`config.mk`:
```
export PLATFORM = sky130hd
export DESIGN_NAME = dgll_front
export DESIGN_NICKNAME = d
export VERILOG_FILES = /design/src/hdl/dgll_pkg.sv /design/src/hdl/dgll_front.sv
export SDC_FILE = /design/constraint.sdc
export NUM_CORES = 1
export LEC_CHECK = 0
export BUFFER_PORTS_ARGS = -buffer_cell sky130_fd_sc_hd__buf_4
export CORE_MARGIN = 10
export CORE_UTILIZATION = 30
export DETAILED_ROUTE_END_ITERATION = 10
export PLACE_DENSITY_LB_ADDON = 0.08
export SLEW_MARGIN = 20
export SYNTH_ARGS = -nofsm -noshare
export SYNTH_HDL_FRONTEND = slang
export SYNTH_SLANG_ARGS = --single-unit
```
`constraint.sdc`:
```
create_clock -name clock -period 3.8 [get_ports clock]
set_input_delay 0.76 -clock clock [delete_from_list [all_inputs] [get_ports clock]]
set_output_delay 0.76 -clock clock [all_outputs]
set_load 0.05 [all_outputs]
```
`src/hdl/dgll_pkg.sv`:
```
// Shared types, widths and codes for the diagonal Gaussian log-likelihood scorer.
// Used by every module of the block but dgll_ram; depends on nothing.
package dgll_pkg;

   localparam int CMD_W        = 3;
   localparam int ENTRY_W      = 8;
   localparam int DIM_W        = 6;
   localparam int VALUE_W      = 32;
   localparam int SAMPLE_W     = 16;
   localparam int CONST_W      = 32;
   localparam int SCORE_W      = 48;
   localparam int ENTRIES_W    = 9;
   localparam int DIMS_W       = 7;
   localparam int CSR_INDEX_W  = 1;
   localparam int CSR_DATA_W   = 9;
   localparam int SQ_W         = 33;
   localparam int PROD_W       = 49;
   localparam int ACC_SHIFT    = 13;

   localparam int DEFAULT_MAX_ENTRIES = 256;
   localparam int DEFAULT_MAX_DIMS    = 64;

   localparam int QUEUE_DEPTH  = 4;
   localparam int QUEUE_PTR_W  = 2;
   localparam int QUEUE_CNT_W  = 3;

   localparam logic [CMD_W-1:0] CMD_LOAD_FEATURE = 3'd0;
   localparam logic [CMD_W-1:0] CMD_LOAD_MEAN    = 3'd1;
   localparam logic [CMD_W-1:0] CMD_LOAD_INV_VAR = 3'd2;
   localparam logic [CMD_W-1:0] CMD_LOAD_CONST   = 3'd3;
   localparam logic [CMD_W-1:0] CMD_SCORE        = 3'd4;

   localparam logic [CSR_INDEX_W-1:0] CSR_ENTRIES_IN_USE = 1'b0;
   localparam logic [CSR_INDEX_W-1:0] CSR_DIMS_IN_USE    = 1'b1;

   localparam logic [ENTRIES_W-1:0] ENTRIES_RESET = 9'd256;
   localparam logic [DIMS_W-1:0]    DIMS_RESET    = 7'd64;

   localparam logic signed [SCORE_W-1:0] SCORE_MAX = 48'sh7FFF_FFFF_FFFF;
   localparam logic signed [SCORE_W-1:0] SCORE_MIN = 48'sh8000_0000_0000;

   typedef enum logic [2:0] {
      OP_FEATURE,
      OP_MEAN,
      OP_INV_VAR,
      OP_CONSTANT,
      OP_SCORE,
      OP_SCORE_ERROR
   } op_type;

   typedef struct packed {
      op_type               op;
      logic [ENTRY_W-1:0]   entry_index;
      logic [DIM_W-1:0]     dim_index;
      logic [VALUE_W-1:0]   value;
   } queue_item_type;

endpackage

```
`src/hdl/dgll_front.sv`:
```
// Front end: accepts commands, drops unknown or out-of-range ones, flags
// unscorable entries and queues the rest. Depends on dgll_pkg.
module dgll_front #(
   parameter int MAX_ENTRIES = dgll_pkg::DEFAULT_MAX_ENTRIES,
   parameter int MAX_DIMS    = dgll_pkg::DEFAULT_MAX_DIMS
) (
   input  logic                               clock,
   input  logic                               reset,
   input  logic                               start,
   output logic                               busy,
   input  logic [dgll_pkg::CMD_W-1:0]         req_cmd,
   input  logic [dgll_pkg::ENTRY_W-1:0]       req_entry_index,
   input  logic [dgll_pkg::DIM_W-1:0]         req_dim_index,
   input  logic [dgll_pkg::VALUE_W-1:0]       req_value,
   input  logic [dgll_pkg::ENTRIES_W-1:0]     entries_in_use,
   output logic                               q_valid,
   output dgll_pkg::queue_item_type           q_item,
   input  logic                               q_pop
);

   dgll_pkg::queue_item_type              q_mem_ff [dgll_pkg::QUEUE_DEPTH];
   logic [dgll_pkg::QUEUE_PTR_W-1:0]      wr_ptr_ff, wr_ptr_in;
   logic [dgll_pkg::QUEUE_PTR_W-1:0]      rd_ptr_ff, rd_ptr_in;
   logic [dgll_pkg::QUEUE_CNT_W-1:0]      count_ff, count_in;
   dgll_pkg::queue_item_type              push_item;
   logic                                  keep;
   logic                                  push;
   logic                                  entry_ok;
   logic                                  dim_ok;

   always_comb begin
      entry_ok = (32'(req_entry_index) < MAX_ENTRIES);
      dim_ok   = (32'(req_dim_index) < MAX_DIMS);
      push_item.entry_index = req_entry_index;
      push_item.dim_index   = req_dim_index;
      push_item.value       = req_value;
      push_item.op          = dgll_pkg::OP_FEATURE;
      keep                  = 1'b0;
      unique case (req_cmd)
         dgll_pkg::CMD_LOAD_FEATURE: begin
            push_item.op = dgll_pkg::OP_FEATURE;
            keep         = dim_ok;
         end
         dgll_pkg::CMD_LOAD_MEAN: begin
            push_item.op = dgll_pkg::OP_MEAN;
            keep         = entry_ok && dim_ok;
         end
         dgll_pkg::CMD_LOAD_INV_VAR: begin
            push_item.op = dgll_pkg::OP_INV_VAR;
            keep         = entry_ok && dim_ok;
         end
         dgll_pkg::CMD_LOAD_CONST: begin
            push_item.op = dgll_pkg::OP_CONSTANT;
            keep         = entry_ok;
         end
         dgll_pkg::CMD_SCORE: begin
            keep = 1'b1;
            if (entry_ok && (dgll_pkg::ENTRIES_W'(req_entry_index) < entries_in_use)) begin
               push_item.op = dgll_pkg::OP_SCORE;
            end else begin
               push_item.op = dgll_pkg::OP_SCORE_ERROR;
            end
         end
         default: begin
            keep = 1'b0;
         end
      endcase

      push      = start && !busy && keep;
      wr_ptr_in = push ? wr_ptr_ff + 1'b1 : wr_ptr_ff;
      rd_ptr_in = q_pop ? rd_ptr_ff + 1'b1 : rd_ptr_ff;
      count_in  = count_ff + dgll_pkg::QUEUE_CNT_W'(push) - dgll_pkg::QUEUE_CNT_W'(q_pop);
   end

   always_ff @(posedge clock) begin
      if (reset) begin
         wr_ptr_ff <= '0;
         rd_ptr_ff <= '0;
         count_ff  <= '0;
      end else begin
         wr_ptr_ff <= wr_ptr_in;
         rd_ptr_ff <= rd_ptr_in;
         count_ff  <= count_in;
      end
      if (push) begin
         q_mem_ff[wr_ptr_ff] <= push_item;
      end
   end

   assign busy    = (count_ff == dgll_pkg::QUEUE_CNT_W'(dgll_pkg::QUEUE_DEPTH));
   assign q_valid = (count_ff != '0);
   assign q_item  = q_mem_ff[rd_ptr_ff];

endmodule

```
==> run_results.csv <==
group,metric,value,unit
status,status,"completed",
timing,hold_viol_final,0,
layout,final_cell_mix,"edfxtp_1, buf_4, mux4_2, clkbuf_16, inv_1",
logic_synthesis,synth_flop_cell,"edfxtp_1",
worst_hold_path,hp-class,"in2reg",
detailed_routing,avgViaCountPerCell,4.573,
timing,fin_hold_ws,0.4490,ns
timing,slew_violations,0,
global_routing,grtUsageTotal,10.01,%
clock_tree,cts_made_buffers,24,
floorplanning,ios,113,
logic_synthesis,synth-seq-cells,205,
logic_synthesis,synth_edf_count,196,
timing,slew_headroom,46.05,%
setup_path,cp-end-kind,"output pin",
power_and_ir_drop,power.density,603.3,mW/mm2
logic_synthesis,synth_top_cell_area_share,76.08,%
place,place_hpwl,9771,um
clock_tree,clock_latency,0.51,ns
logic_synthesis,syn-cell-area,0.007736,mm2
detailed_routing,ant_nets,0,
clock_tree,clkTransAtPathRegs,0.06,ns
logic_synthesis,synth_nets,411,
logic_synthesis,yosys.area.top_type,"edfxtp_1",
layout,fin_nets,543,
detailed_routing,drc,0,
timing,fmax,0.3284,GHz
timing,tightest_slew,0.8093,ns
timing,min_period_over_period,80.13,%
detailed_routing,wl_per_cell,20.45,um
global_routing,grt_max_degree,50,
timing,rsz0062_at_grt,"no",
clock_tree,cts_tree,"done",
layout,syn_to_final_growth,26.91,%
logic_synthesis,syn_inst,335,
layout,drive_gt1_share,43.06,%
logic_synthesis,yosys_warnings,0,
global_routing,antenna_found_initial,1,
layout,layout_commonest_cell,"edfxtp_1",
floorplanning,chipWidth,180.6,um
global_routing,overflow,0,
job,maxCapViolations,0,
clock_tree,postCtsSetupRepairBufs,0,
floorplanning,die_height,180.6,um
logic_synthesis,synthTopCellsByArea,"edfxtp_1, mux4_2, dfxtp_1",
floorplanning,start_util,30.63,%
logic_synthesis,syn_area_per_cell,23.09,um2
place,place_congestion,0.6854,
clock_tree,cts_sinks,205,
logic_synthesis,async_flop_share,0,%
layout,fin_cells,813,
power_and_ir_drop,vdd_drop_max,0.3108,mV
global_routing,first_global_vias,4089,
place,post-place-ws,0.9764,ns
clock_tree,cts_htree_levels,1,
timing,skew,0.01172,ns
timing,min_period,3.045,ns
logic_synthesis,seq_area_frac_synth,78.41,%
setup_path,cp_max_fo,32,
global_routing,grt_pass1_wl,25240,um
detailed_routing,drtIter0Drc,179,
place,io_buffers,112,
setup_path,arrival,2.28,ns
timing,fin_setup_tns,0,ns
timing,setup_viol,0,
worst_hold_path,holdPathStages,1,
setup_path,start_kind,"flop",
detailed_routing,dr_total_vias,3718,
layout,utilization,38.88,%
place,dp_cells,771,
logic_synthesis,yosys.cell_types.count,29,
layout,antenna_cells,0,
floorplanning,core_area,0.02525,mm2
detailed_routing,drt_first_pass_iters,4,
clock_tree,cts-resized-gates,0,
power_and_ir_drop,power_leakage,3.355,nW
clock_tree,hold_buffers,0,
floorplanning,row_count,58,
setup_path,crit_required,3.04,ns
timing,fin_ws,0.7552,ns
clock_tree,clock_path_buffers,3,
setup_path,worstSetupPathType,"reg2out",
clock_tree,cts-root-buf,"clkbuf_16",
detailed_routing,routed_wl,16620,um
setup_path,r2r.worst_path.cells,10,
floorplanning,die_area,0.03261,mm2
==> sequential cells by signal, summed over array words and instances (netlist names), named ones only <==
signal     cells
count_ff       3
q_mem_ff     196
rd_ptr_ff      2
wr_ptr_ff      2
==> metal layers <==
metal / GRT usage, % / vias up / share of wire (%)
li1: - / 1642 / -
met1: 12.41 / 1940 / 42
met2: 16.17 / 106 / 48
met3: 3.333 / 30 / 6.6
met4: 3.215 / 0 / 2.7
met5: 0 / - / 0
==> area by class of cell <==
cell class / count / area (um2)
repair buffers: 118 / 960.9
inverters: 15 / 61.31
well taps: 330 / 412.9
clock inverters: 15 / 145.1
fillers: 2337 / 15440
clock buffers: 27 / 633.1
multi-input cells: 103 / 1534
flip-flops and latches: 205 / 6071
==> final timing paths <==
check | startpoint | to | slack, ns
min | req_value[23] | q_mem_ff[2][23] | 0.45
max reg2reg | count_ff[1] | count_ff[2] | 1.50
max | flop | q_item[48] | 0.76
min reg2reg | wr_ptr_ff[1] | wr_ptr_ff[1] | 0.50
==> per-stage QoR <==
| stage | cell area, um2 | total power [mW] |
|---|---|---|
| 4_1_cts | 9818 | 6.033 |
| 2_1_floorplan | 7736 | 3.395 |
| 6_report | 9818 | 5.924 |
| 3_5_place_dp | 9040 | 3.756 |
| 5_1_grt | 9818 | 6.190 |
| 3_3_place_gp | 9040 | 3.748 |
==> critical path, cell delays in order, from the launching register on <==
cell,delay [ns]
dfxtp_4,0.60
buf_12,0.34
mux4_2,0.59
buf_4,0.22
==> where the power goes <==
group | switching [mW] | leakage [nW] | internal [mW] | total [mW]
combinational | 0.637 | 1.12 | 0.366 | 1.00
sequential | 0.0567 | 1.86 | 2.62 | 2.68
clock | 0.854 | 0.381 | 1.39 | 2.24
==> cell usage after synthesis, drive strengths merged (3+ instances only) <==
cell type	n
edfxtp	196
mux4	49
inv	14
ha	13
buf	12
dfxtp	9
nor2	9
and2	4
nor2b	4
xnor2	4
a21oi	3
nand2	3
==> kinds of logic after synthesis <==
logic type | synth area share, %
buffers and inverters | 1.763
muxes | 14.26
AOI/OAI and AO/OA | 0.6793
adders and majority gates | 2.361
and+or+nand+nor | 1.957
xor gates and xnor gates | 0.5660
DFF | 78.41
Power figures use the tool's default switching activity.
